`src/sis_pkg.sv`:
```
`timescale 1ns / 1ps
// ----------------------------------------------------------------------------
// Segment intersection solver package
// Shared constants and result kind codes.
// ----------------------------------------------------------------------------
`default_nettype none

package sis_pkg;

  localparam int COORD_WIDTH_DEF = 16;
  localparam int TUSER_W         = 3;

  typedef enum logic [1:0] {
    KIND_NONE      = 2'd0,
    KIND_BOUNDED   = 2'd1,
    KIND_UNBOUNDED = 2'd2
  } kind_t;

endpackage

`default_nettype wire

```
`src/sis_div_stage.sv`:
```
`timescale 1ns / 1ps
// ----------------------------------------------------------------------------
// Segment intersection divider step
// One restoring step for both coordinates against the shared divisor.
// ----------------------------------------------------------------------------
`default_nettype none

module sis_div_stage #(
  parameter int COORD_WIDTH = sis_pkg::COORD_WIDTH_DEF,
  parameter int SHIFT       = 0
) (
  input  wire logic                      clk,
  input  wire logic                      rst_n,
  input  wire logic                      up_valid,
  output logic                           up_ready,
  input  wire logic [3*COORD_WIDTH+2:0]  up_rx,
  input  wire logic [3*COORD_WIDTH+2:0]  up_ry,
  input  wire logic [2*COORD_WIDTH+1:0]  up_d2,
  input  wire logic [COORD_WIDTH:0]      up_qx,
  input  wire logic [COORD_WIDTH:0]      up_qy,
  input  wire logic [2*COORD_WIDTH+3:0]  up_side,
  output logic                           dn_valid,
  input  wire logic                      dn_ready,
  output logic [3*COORD_WIDTH+2:0]       dn_rx,
  output logic [3*COORD_WIDTH+2:0]       dn_ry,
  output logic [2*COORD_WIDTH+1:0]       dn_d2,
  output logic [COORD_WIDTH:0]           dn_qx,
  output logic [COORD_WIDTH:0]           dn_qy,
  output logic [2*COORD_WIDTH+3:0]       dn_side
);

  localparam int NW = 3 * COORD_WIDTH + 3;

  logic          v_r;
  logic          en;
  logic [NW-1:0] dk;
  logic          gex, gey;

  assign en       = !v_r || dn_ready;
  assign up_ready = en;
  assign dk       = NW'(up_d2) << SHIFT;
  assign gex      = (up_rx >= dk);
  assign gey      = (up_ry >= dk);

  always_ff @(posedge clk) begin
    if (!rst_n) begin
      v_r <= 1'b0;
    end else if (en) begin
      v_r <= up_valid;
    end
  end

  always_ff @(posedge clk) begin
    if (en) begin
      dn_rx   <= gex ? up_rx - dk : up_rx;
      dn_ry   <= gey ? up_ry - dk : up_ry;
      dn_d2   <= up_d2;
      dn_qx   <= {up_qx[COORD_WIDTH-1:0], gex};
      dn_qy   <= {up_qy[COORD_WIDTH-1:0], gey};
      dn_side <= up_side;
    end
  end

  assign dn_valid = v_r;

endmodule

`default_nettype wire

```
`config.mk`:
```
export PLATFORM = sky130hd
export DESIGN_NAME = sis_div_stage
export DESIGN_NICKNAME = d
export VERILOG_FILES = /design/src/sis_pkg.sv /design/src/sis_div_stage.sv
export SDC_FILE = /design/constraint.sdc
export NUM_CORES = 1
export LEC_CHECK = 0
export ABC_CLOCK_PERIOD_IN_PS = 20000
export BUFFER_PORTS_ARGS = -buffer_cell sky130_fd_sc_hd__buf_2
export CAP_MARGIN = 20
export CORE_UTILIZATION = 32
export DETAILED_ROUTE_END_ITERATION = 12
export GPL_ROUTABILITY_DRIVEN = 0
export SLEW_MARGIN = 10
export SYNTH_ARGS = -nofsm -noshare
export SYNTH_HDL_FRONTEND = slang
export SYNTH_SLANG_ARGS = --single-unit
```
`constraint.sdc`:
```
create_clock -name clk -period 20 [get_ports clk]
set_input_delay 4 -clock clk [delete_from_list [all_inputs] [get_ports clk]]
set_output_delay 4 -clock clk [all_outputs]
set_load 0.005 [all_outputs]
```
# Yosys cells after proc, flatten, opt, wreduce, memory -nomap -nowiden

Index checks and enable logic that the tools add are counted.

Flip-flop bits (word level): 207
Bits in latches: 0
Bits in writable memories: 0
Memory bits (read-only): 0
Input bits: 210
Output and inout port bits: 208
Memories kept: 0

Add/subtract/negate cells: 2
$mul: 0
Divide/modulo/power cells: 0
$lt $le $gt $ge: 2
Eq/ne operators: 0
Shift-type cells: 0
Mux-type cells: 2
Bitwise logic cells: 0
Reductions and logical operators: 2

Operators by type and width:

| operator                                         | count |
|---|---|
| 51-bit by 34-bit >= comparator with 1-bit output | 2 |
| 51-bit two-way mux                               | 2 |
| 51-bit by 34-bit subtractor with 51-bit output   | 2 |
| 1-bit logical NOT                                | 1 |
| 1-bit logical OR                                 | 1 |

# Depth between registers and ports, before layout

Word-level depth: 2
Mapped depth: 13
Mapped depth without buffers: 12

# Worst setup path before layout

OpenSTA, ideal clock, no wires.

Path kind: input port to output port
Start: in dn_ready
End: out up_ready
Data arrival time: 8988 ps
Required time: 16000 ps
Setup slack: 7012 ps
Stages: 1
Path buffers: 0
Cell sequence: nand2b_1

Word-level cells in the longest chain between the ends: 1

RTL lines:

| element          | line                | text |
|---|---|---|
| from (decl)      | sis_div_stage.sv:23 | `input wire logic dn_ready,` |
| 1-bit logical OR | sis_div_stage.sv:39 | `assign en = !v_r \|\| dn_ready;` |
| to (decl)        | sis_div_stage.sv:15 | `output logic up_ready,` |

Every way passes these cells.

# Final worst setup path

Ends and elaborated chain as after synthesis.

==> impl_metrics.tcl <==
set metrics [dict create \
    p_int_mw 0.925 \
    io-pin-count 418 \
    drt_iter0_drc 649 \
    postCtsResizedCells 0 \
    vias 10400 \
    p_per_area_mw_per_mm2 83.2 \
    rows 70 \
    syn_area_mm2 0.0120 \
    hold_path_startpoint "dn_valid" \
    p_comb_share_pct 21.8 \
    final.setup.tns_ns 0 \
    die_w_um 196 \
    period_share_pct 43.9 \
    slew_headroom_pct 44.8 \
    sw_frac_of_total_pct 27.7 \
    synthTopCellsByArea "edfxtp_1, ha_1, a21oi_1" \
    grt.overflow.total 0 \
    finalClockSkew_ns 0.00736 \
    p_sw_mw 0.354 \
    cp_max_fo 38 \
    fillers 3640 \
    syn_area_per_cell_um2 10.7 \
    cp_data_required_time_ns 16.00 \
    nets 1814 \
    maxCapViolations 0 \
    synth_nets 1403 \
    grt_usage_pct 20.0 \
    seq_area_frac_synth_pct 51.6 \
    async_reset_ff_share_pct 0 \
    synth_cell_types 71 \
    worst_ep_arrival_time_ns 4.78 \
    final_common_cell "buf_2" \
    clkPwrFrac_pct 34.9 \
    slowest_stage "nand2b_4" \
    cts_buffers 24 \
    end_kind "output pin" \
    rr_startpoint "dn_valid" \
    cts_setup_buffers 0 \
    leakagePower_nw 6.50 \
    ys_ff_latch 207 \
    synth_edf_count 206 \
    core_mm2 0.0368 \
    hold_violations 0 \
    dieArea_mm2 0.0383 \
    clock_latency_ns 0.53 \
    cp_slowest_stage_delay_ns 0.47 \
    dpl.hpwl_um 32600 \
    setup_viol 0 \
    crit_start "dn_ready" \
    hold_class "register to register" \
    cts_max_path_buffers 3 \
    cts_tree "done" \
    yosysTopAreaCell "edfxtp_1" \
    clock.fmax_ghz 0.114 \
    crit_type "input pin to output pin" \
    crit_chain "buf_2 -> nand2b_4 -> buf_2" \
    grt_pass1_vias 10100 \
    synth_top_area_share_pct 51.5 \
    cts_num_sinks 207 \
    drive_above_1_share_pct 31.1 \
    postCtsHoldBufs 0 \
    first_pass_iters 5 \
    startpoint_type "input pin" \
    drv_slew 0 \
    htree_levels 1 \
    final_cell_mix "buf_2, edfxtp_1, a21oi_1, nand2_1, nor2_1" \
    area_growth_pct 28.0 \
    crit_top_cell "buf_2" \
    drc_errors 0 \
    antenna_found_initial 8 \
    seq_power_share_pct 43.4 \
    wl_per_cell_um 19.7 \
    vias_per_cell 5.14 \
    io_buffers 415 \
    drt_wl_total_um 39900 \
    root_buffer "clkbuf_16" \
    ant_nets 0 \
    grt_pass1_wl_um 58800 \
    ir_drop_mv 0.0653 \
    rsz0062_at_grt "false" \
    synthCells 1123 \
    period_minus_slack_ns 8.78 \
    start_util_pct 32.7 \
    die_h_um 196 \
    grt_max_degree 62 \
    critical_path_buf_inv_count 2 \
    critical-path-top-delay-family "simple AND/OR/NAND/NOR gates" \
    status "finished, final reports clean" \
    post_dp_cell_area_mm2 0.0146 \
    worstMarginPinSlew_ns 0.819 \
    yosys_warnings 0 \
    clk_pin_slew_ns 0.06 \
    design_area_mm2 0.0154 \
    synth_ff_type "edfxtp_1" \
]
[power groups by stage]
| stage | Sequential (mW) | Clock [mW] | Combinational, mW |
|---|---|---|---|
| 2_1_floorplan | 0.574 | 0 | 0.141 |
| 3_3_place_gp | 0.563 | 0 | 0.277 |
| 3_5_place_dp | 0.564 | 0 | 0.278 |
| 4_1_cts | 0.556 | 0.459 | 0.280 |
| 5_1_grt | 0.560 | 0.473 | 0.308 |
| 6_report | 0.555 | 0.446 | 0.278 |
[worst paths after layout]
kind	endpoint	slack (ns)	cells past startpoint
setup / recovery	up_ready	11.22	3
hold / removal	dn_valid	1.02	2
setup reg to reg	dn_ry[16]	17.23	3
hold reg to reg	dn_valid	1.02	2
[final cells by class]
class / count / area (um^2) / area share, %
clock buffers: 30 / 644 / 4.19
diodes: 5 / 12.5 / 0.0814
clock inverters: 14 / 151 / 0.985
flip-flops and latches: 207 / 6210 / 40.4
inverters: 55 / 206 / 1.34
multi-input cells: 826 / 5460 / 35.5
repair buffers: 420 / 2110 / 13.8
well taps: 468 / 586 / 3.81
[sequential cells by signal, indices dropped and copies added, names as in the netlist]
signal / flops
dn_d2: 34
dn_valid: 1
dn_rx: 51
dn_side: 36
dn_qx: 17
dn_ry: 51
dn_qy: 17
[worst reg2reg max path: stages (launching register included)]
cell	delay, ns
dfxtp_1	0.36
nand2b_4	0.44
buf_4	0.72
buf_4	0.83
[synthesized netlist by cell type (10+ instances only)]
master	count
nand2_1	101
xnor2_1	52
edfxtp_1	206
a21o_1	21
inv_1	54
nand4_1	25
nor3_1	24
o21bai_1	14
clkbuf_1	26
nor2_1	87
o21ai_0	79
or3_1	15
a31oi_1	12
o21a_1	10
xor2_1	44
a21oi_1	114
nor4_1	16
nand3_1	18
ha_1	68
[per-layer routing]
metal  GRT usage (%)  vias to the layer above  share of wire [%]
li1                -                     5041                  -
met1            25.1                     4862                 41
met2            33.5                      450                 47
met3            5.35                       56                9.2
met4            6.54                        6                2.5
met5               0                        -              0.075
[metrics by stage]
| stage | hold slack (ns) | util (%) | cells | setup WS, ns | total power [mW] |
|---|---|---|---|---|---|
| after floorplan | 4.10 | - | 1123 | 7.01 | 0.715 |
| after global placement | 1.01 | 39.6 | 1976 | 11.23 | 0.840 |
| after detailed placement | 1.04 | 39.6 | 1976 | 11.21 | 0.842 |
| after CTS | 1.05 | 41.8 | 2020 | 11.21 | 1.29 |
| after global routing | 1.10 | 41.8 | 2024 | 11.17 | 1.34 |
| final | 1.02 | 41.8 | 2025 | 11.22 | 1.28 |
[logic make-up after synthesis]
logic type / Yosys count / share of synthesized area (%)
AOI/OAI and AO/OA: 308 / 15.7
adders and majority gates: 70 / 7.41
DFF: 207 / 51.6
xor gates and xnor gates: 96 / 7.00
buffers and inverters: 90 / 3.08
and+or+nand+nor: 343 / 14.1
muxes: 9 / 1.00
Power figures use the tool's default switching activity.
