`config.mk`:
```
export PLATFORM = sky130hd
export DESIGN_NAME = sis_back
export DESIGN_NICKNAME = d
export VERILOG_FILES = /design/src/sis_pkg.sv /design/src/sis_back.sv
export SDC_FILE = /design/constraint.sdc
export NUM_CORES = 1
export LEC_CHECK = 0
export ABC_CLOCK_PERIOD_IN_PS = 5700
export BUFFER_PORTS_ARGS = -buffer_cell sky130_fd_sc_hd__clkbuf_2
export CAP_MARGIN = 20
export CORE_MARGIN = 4
export CORE_UTILIZATION = 50
export DETAILED_ROUTE_END_ITERATION = 6
export GPL_TIMING_DRIVEN = 0
export PLACE_DENSITY = 0.77
export SLEW_MARGIN = 40
export SYNTH_ARGS = -nofsm -noshare
export SYNTH_HDL_FRONTEND = slang
export SYNTH_SLANG_ARGS = --single-unit
```
`constraint.sdc`:
```
create_clock -name clk -period 5.7 [get_ports clk]
set_input_delay 1.14 -clock clk [delete_from_list [all_inputs] [get_ports clk]]
set_output_delay 1.14 -clock clk [all_outputs]
set_load 0.01 [all_outputs]
```
`src/sis_pkg.sv`:
```
`timescale 1ns / 1ps
// ----------------------------------------------------------------------------
// Segment intersection solver package
// Shared constants and result kind codes.
// ----------------------------------------------------------------------------
`default_nettype none

package sis_pkg;

  localparam int COORD_WIDTH_DEF = 16;
  localparam int TUSER_W         = 3;

  typedef enum logic [1:0] {
    KIND_NONE      = 2'd0,
    KIND_BOUNDED   = 2'd1,
    KIND_UNBOUNDED = 2'd2
  } kind_t;

endpackage

`default_nettype wire

```
`src/sis_back.sv`:
```
`timescale 1ns / 1ps
// ----------------------------------------------------------------------------
// Segment intersection back end
// Apply sign, add the base point, saturate and hold the result register.
// ----------------------------------------------------------------------------
`default_nettype none

module sis_back #(
  parameter int COORD_WIDTH = sis_pkg::COORD_WIDTH_DEF
) (
  input  wire logic                        clk,
  input  wire logic                        rst_n,
  input  wire logic                        up_valid,
  output logic                             up_ready,
  input  wire logic [COORD_WIDTH:0]        up_qx,
  input  wire logic [COORD_WIDTH:0]        up_qy,
  input  wire logic [2*COORD_WIDTH+3:0]    up_side,
  output logic                             out_valid,
  input  wire logic                        out_ready,
  output sis_pkg::kind_t                   out_kind,
  output logic [COORD_WIDTH-1:0]           out_x,
  output logic [COORD_WIDTH-1:0]           out_y,
  output logic                             out_ovf
);

  localparam int W = COORD_WIDTH;
  localparam int VW = W + 2;
  localparam logic signed [VW-1:0] HI = VW'((1 << (W - 1)) - 1);
  localparam logic signed [VW-1:0] LO = -HI - VW'(1);

  logic                v_r;
  logic                en;
  logic signed [W-1:0] px, py;
  logic                negx, negy;
  sis_pkg::kind_t      kind;
  logic [W-1:0]        x_nxt, y_nxt;
  logic                ox, oy;

  assign px   = up_side[0 +: W];
  assign py   = up_side[W +: W];
  assign negx = up_side[2*W];
  assign negy = up_side[2*W+1];
  assign kind = sis_pkg::kind_t'(up_side[2*W+3 -: 2]);

  function automatic logic [W:0] place(input logic signed [W-1:0] base,
                                       input logic [W:0] q, input logic neg);
    logic signed [VW-1:0] off;
    logic signed [VW-1:0] v;
    logic [W:0]           res;
    off = VW'({1'b0, q[W-1:0]});
    v   = VW'(base) + (neg ? -off : off);
    if (q[W]) begin
      res = {1'b1, W'(neg ? LO : HI)};
    end else if (v > HI) begin
      res = {1'b1, W'(HI)};
    end else if (v < LO) begin
      res = {1'b1, W'(LO)};
    end else begin
      res = {1'b0, W'(v)};
    end
    return res;
  endfunction

  assign {ox, x_nxt} = place(px, up_qx, negx);
  assign {oy, y_nxt} = place(py, up_qy, negy);

  assign en       = !v_r || out_ready;
  assign up_ready = en;

  always_ff @(posedge clk) begin
    if (!rst_n) begin
      v_r <= 1'b0;
    end else if (en) begin
      v_r <= up_valid;
    end
  end

  always_ff @(posedge clk) begin
    if (en) begin
      out_kind <= kind;
      // parallel lines report a zero point
      if (kind == sis_pkg::KIND_NONE) begin
        out_x   <= '0;
        out_y   <= '0;
        out_ovf <= 1'b0;
      end else begin
        out_x   <= x_nxt;
        out_y   <= y_nxt;
        out_ovf <= ox | oy;
      end
    end
  end

  assign out_valid = v_r;

endmodule

`default_nettype wire

```
==> After elaboration in Yosys (flattened, before gate mapping) <==
Cells that the tools add are included.
{ "totals": {"ramBits": 0, "elab_cells": 27, "latch_bits": 0, "mem_bits_ro": 0, "register_bits": 36, "n_memories": 0, "out_inout_bits": 37} }
{ "classes": {"n_lt_le_gt_ge": 4, "mul": 0, "n_bitwise": 1, "shift": 0, "n_div": 0, "addsub": 4, "n_eq_ne": 0, "reduce_logical": 3, "muxes": 10} }
{ "ops": {"columns": ["operator", "count"], "rows": [
  ["17-bit two-way mux", 6],
  ["16-bit by 18-bit adder with 18-bit output", 2],
  ["18-bit by 16-bit > comparator with 1-bit output (second input constant)", 2],
  ["18-bit by 16-bit less-than comparator with 1-bit output (second input constant)", 2],
  ["18-bit two-way mux", 2],
  ["16-bit negator with 18-bit output", 2],
  ["16-bit two-way mux", 2],
  ["2-bit logical NOT", 1],
  ["1-bit logical NOT", 1],
  ["1-bit logical OR", 1],
  ["1-bit bitwise OR", 1]
]} }

==> Longest topological paths before layout <==
{ "depth": {"ltp_word": 8, "ltp_mapped": 20, "depth_no_buf": 19} }

==> Worst setup path before layout <==
No wires, ideal clock.
{ "synth_timing": {"kind": "input-to-reg", "start": "input port up_qx[1]", "end": "register out_x[10], data pin", "setup_time_ps": 270, "t_required_ps": 5430, "path_slack_ps": 766, "stages": 19, "arrival_time_ps": 4663, "cell_sequence": "inv_1 -> ha_1 -> nand2b_1 -> or4_1 -> nor2_1 -> nand2_1 -> or3_1 -> o31ai_1 -> xnor2_1 -> ha_1 -> clkbuf_1 -> nand3_1 -> a211oi_1 -> nor2_1 -> o31a_1 -> nor3_1 -> o41a_1 -> clkbuf_1 -> a21oi_1"} }
{ "synth_between": {"elab_chain_cells": 7, "elab_cells_between_ends": 8, "cone_classes": "2 x add/sub; 2 x order compare; 4 x mux"} }
{ "synth_lines": {"columns": ["item", "line", "text"], "rows": [
  ["from (decl)", "sis_back.sv:15", "input wire logic [COORD_WIDTH:0] up_qx,"],
  ["16-bit negator with 18-bit output", "sis_back.sv:51", "v = VW'(base) + (neg ? -off : off);"],
  ["18-bit two-way mux *", "sis_back.sv:51", null],
  ["16-bit by 18-bit adder with 18-bit output *", "sis_back.sv:51", null],
  ["18-bit by 16-bit less-than comparator with 1-bit output", "sis_back.sv:56", "end else if (v < LO) begin"],
  ["17-bit two-way mux", "sis_back.sv:56", null],
  ["17-bit two-way mux *", "sis_back.sv:54", "end else if (v > HI) begin"],
  ["17-bit two-way mux *", "sis_back.sv:52", "if (q[W]) begin"],
  ["to (signal assigned)", "sis_back.sv:87", "out_x <= x_nxt;"],
  ["to (decl)", "sis_back.sv:21", "output logic [COORD_WIDTH-1:0] out_x,"]
]} }
Mark *: on every way between the ends. The rest lies on a longest branch, timed or not.
A chain may end at the register's enable or synchronous reset.

==> Final worst setup path <==
{ "layout_timing": {"start": "input port up_qx[0]", "end": "register out_x[6], data pin"} }
The elaborated chain is that of the path after synthesis.

==> flow_summary_export.csv <==
group,metric,value,unit
placement,placed_area,4624,µm²
worst_setup_path,crit_cells,20,
job,maxCapViolations,0,
worst_setup_path,worstPathArrival,5.39,ns
worst_setup_path,worstPathCellList,"clkbuf_2, inv_1, ha_1, nand2b_1, or4_1, nor2_1, nand2_1, or3_1, o31ai_1, xnor2_1, ha_1, clkbuf_1, nand3_1, a211oi_1, nor2_1, o31a_1, nor3_1, o41a_1, clkbuf_2, a21oi_1",
worst_setup_path,r2r_end,"out_y[7]",
layout,nets,674,
die,fp.dieArea,9324,µm²
logic_synthesis,synthTopCellsByCount,"59 x nand2_1, 44 x a21oi_1, 39 x xnor2_1",
die,ioPinCount,111,
clocking,cts_buffers,5,
drt,drt_iter0_markers,145,
layout,drive_above_1_share,26.29,%
logic_synthesis,ys_async_sr_fraction,0,%
power_and_ir_drop,power_density,243.0,nW/µm²
drt,drc,0,
logic_synthesis,ys.flop_type,"edfxtp_1",
global_route,antenna_found_initial,0,
global_route,grt_first_pass_wirelength,15080,µm
global_route,gr-usage-met3,2.943,%
worst_setup_path,cp-end-kind,"register",
logic_synthesis,yosysMostFrequentCell,"nand2_1",
worst_setup_path,critPathTopFamily,"simple AND/OR/NAND/NOR gates",
global_route,grt.busiest_layer,"met2",
worst_setup_path,crit_end,"out_x[6]",
logic_synthesis,synth_top_area_share,26.80,%
logic_synthesis,synth-seq-cells,36,
sta,finalCriticalPeriod,5.368,ns
die,initial_utilization,51.01,%
clocking,cts_root_buf,"clkbuf_8",
logic_synthesis,synth-edff-count,35,
drt,vias,3691,
placement,place_inst,657,
hold_path,hold_class,"register to register",
worst_setup_path,reg2regPathDepth,2,
sta,fin_skew,0.006297,ns
sta,fin_crit_sh,94.17,%
worst_setup_path,critPathSlowestCell,"or4_1",
worst_setup_path,required,5.72,ns
layout,stdcell_area,4712,µm²
die,chipWidth,96.56,µm
worst_setup_path,crit_type,"primary input to register",
layout,fin_cells,665,
worst_setup_path,r2r_slack,4.54,ns
logic_synthesis,synth_warnings,0,
worst_setup_path,worst_setup_path_start_kind,"primary input",
sta,hold_viol,0,
sta,slew_headroom,58.96,%
sta,setup_viol,0,
clocking,postCtsSetupRepairBufs,0,
layout,n_fill_cell,707,
status,status,"complete, no violations",
logic_synthesis,yosysTopAreaCell,"edfxtp_1",
logic_synthesis,synth-seq-area-share,27.31,%
clocking,clkSinkCount,36,
clocking,clk_path_buf_depth,2,
drt,post_drt_wl_per_cell,14.27,µm
clocking,clock_latency,0.29,ns
worst_setup_path,cp-startpoint,"up_qx[0]",
power_and_ir_drop,power_leakage,2.110,nW
worst_setup_path,cp_max_fo,10,
clocking,cts_tree,"built",
drt,drtAntennaViolNets,0,
sta,final_max_slew_viol_count,0,
global_route,grt_pass1_vias,3317,
logic_synthesis,syn-num-nets,557,
sta,worst_pin_slew,0.6156,ns
sta,fin_setup_tns,0,ns
die,rows,32,
die,core_area,7687,µm²
global_route,grt_start_max_net_pins,24,
layout,syn_to_final_growth,20.17,%
drt,viasPerCell,5.550,
logic_synthesis,synthTopCellsByArea,"edfxtp_1 27%, ha_1 11%, xnor2_1 8.7%",
worst_setup_path,r2r-start,"out_valid",
clocking,h-tree-depth,2,
drt,drtPass1Iterations,4,
logic_synthesis,synth_cell_types,59,
drt,routed_wl,9492,µm
placement,place_congestion,0.8624,
power_and_ir_drop,ir_drop,104.8,µV
logic_synthesis,syn_avg_cell_area,8.812,µm²
global_route,use_met1,26.27,%
global_route,grt_overflow_total,0,
sta,max_freq,186.3,MHz
worst_setup_path,slowest_delay,0.45,ns
logic_synthesis,synth_cells,445,
sta,rsz0062_at_grt,"no",
clocking,path_clk_slew,0.07,ns
global_route,grt.met2_usage,35.46,%
layout,diodes,0,
placement,io_buffers,109,
logic_synthesis,netlist_area,3921,µm²
global_route,grtUsageTotal,20.19,%
placement,dpl.hpwl,7927,µm
die,die_h,96.56,µm
worst_setup_path,crit_buf_inv,4,
[state kept, by name, indices dropped and copies added (netlist names)]
signal / flops
out_kind: 2
out_ovf: 1
out_valid: 1
out_x: 16
out_y: 16
[cell usage in the layout (no fill, tap or decap), types with 14 or more instances in the layout]
master | Yosys | final
nand2b_1 | 15 | 14
a21oi_1 | 44 | 44
o21ai_0 | 20 | 20
ha_1 | 36 | 36
nand2_1 | 59 | 59
nor2_1 | 21 | 21
edfxtp_1 | 35 | 35
xnor2_1 | 39 | 39
clkbuf_2 | 0 | 111
[power breakdown]
group          total, mW  switching, mW  leakage [nW]  internal [mW]
logic              0.600          0.343          1.69          0.257
clock network      0.178         0.0908        0.0424         0.0873
registers          0.367         0.0157         0.377          0.351
[cell families after synthesis]
logic type / count (synthesis) / share of synthesized area [%]
buffers and inverters: 23 / 2.680
flip-flops: 36 / 27.31
XOR/XNOR: 52 / 11.61
AND/OR/NAND/NOR: 137 / 17.17
adder cells (fa/ha/maj): 38 / 12.51
multiplexers: 3 / 0.7977
AO/OA/AOI/OAI: 156 / 27.92
[per-layer routing]
layer  vias up  wire length, µm  share of wire (%)
met5         -                0                  0
met4         0              132                1.4
met3        13              451                4.8
met2        98             4774                 50
met1      1677             4134                 44
li1       1903                -                  -
[layout make-up]
| class | count | area (µm²) | share of cell area (%) |
|---|---|---|---|
| multi-input cells | 386 | 2748 | 58.31 |
| plain buffers | 12 | 66.31 | 1.407 |
| inverters | 11 | 41.29 | 0.8763 |
| clock inverters | 1 | 8.758 | 0.1859 |
| well taps | 102 | 127.6 | 2.708 |
| repair buffers | 110 | 573.1 | 12.16 |
| clock buffers | 7 | 76.32 | 1.620 |
| flip-flops and latches | 36 | 1071 | 22.73 |
[through the flow]
stage	setup WS [ns]	hold slack (ns)	utilization [%]	total power, mW
3_3_place_gp	0.06132	1.371	59.77	0.9531
3_5_place_dp	0.001817	0.8268	60.16	0.9696
5_1_grt	0.02984	0.8848	61.30	1.230
4_1_cts	0.2939	0.8381	61.26	1.146
2_1_floorplan	0.7663	1.239	-	0.7983
6_report	0.3321	0.8224	61.30	1.145
[worst min path at each step]
stage                        endpoint         from  cells after the start  slack [ns]
after global routing         out_x[6]    out_valid                      1        0.88
final                       out_valid    out_valid                      2        0.82
after global placement      out_valid     up_valid                      3        1.37
after CTS                   out_valid    out_valid                      2        0.84
after floorplan           out_kind[0]  up_side[34]                      0        1.24
after detailed placement    out_valid    out_valid                      2        0.83
[worst reg2reg max path: cells and delay by family (launching register included)]
kind	cells	cell delay, ns
buffers and inverters	1	0.23
flip-flops	1	0.32
AND/OR/NAND/NOR	1	0.32
[timing repair]
action / CTS / global route
endpoints found under the setup margin: 0 / 10
gates resized for setup: 0 / 3
hold buffers: 0 / 0
Note: power is estimated with default switching activity, not from simulation.
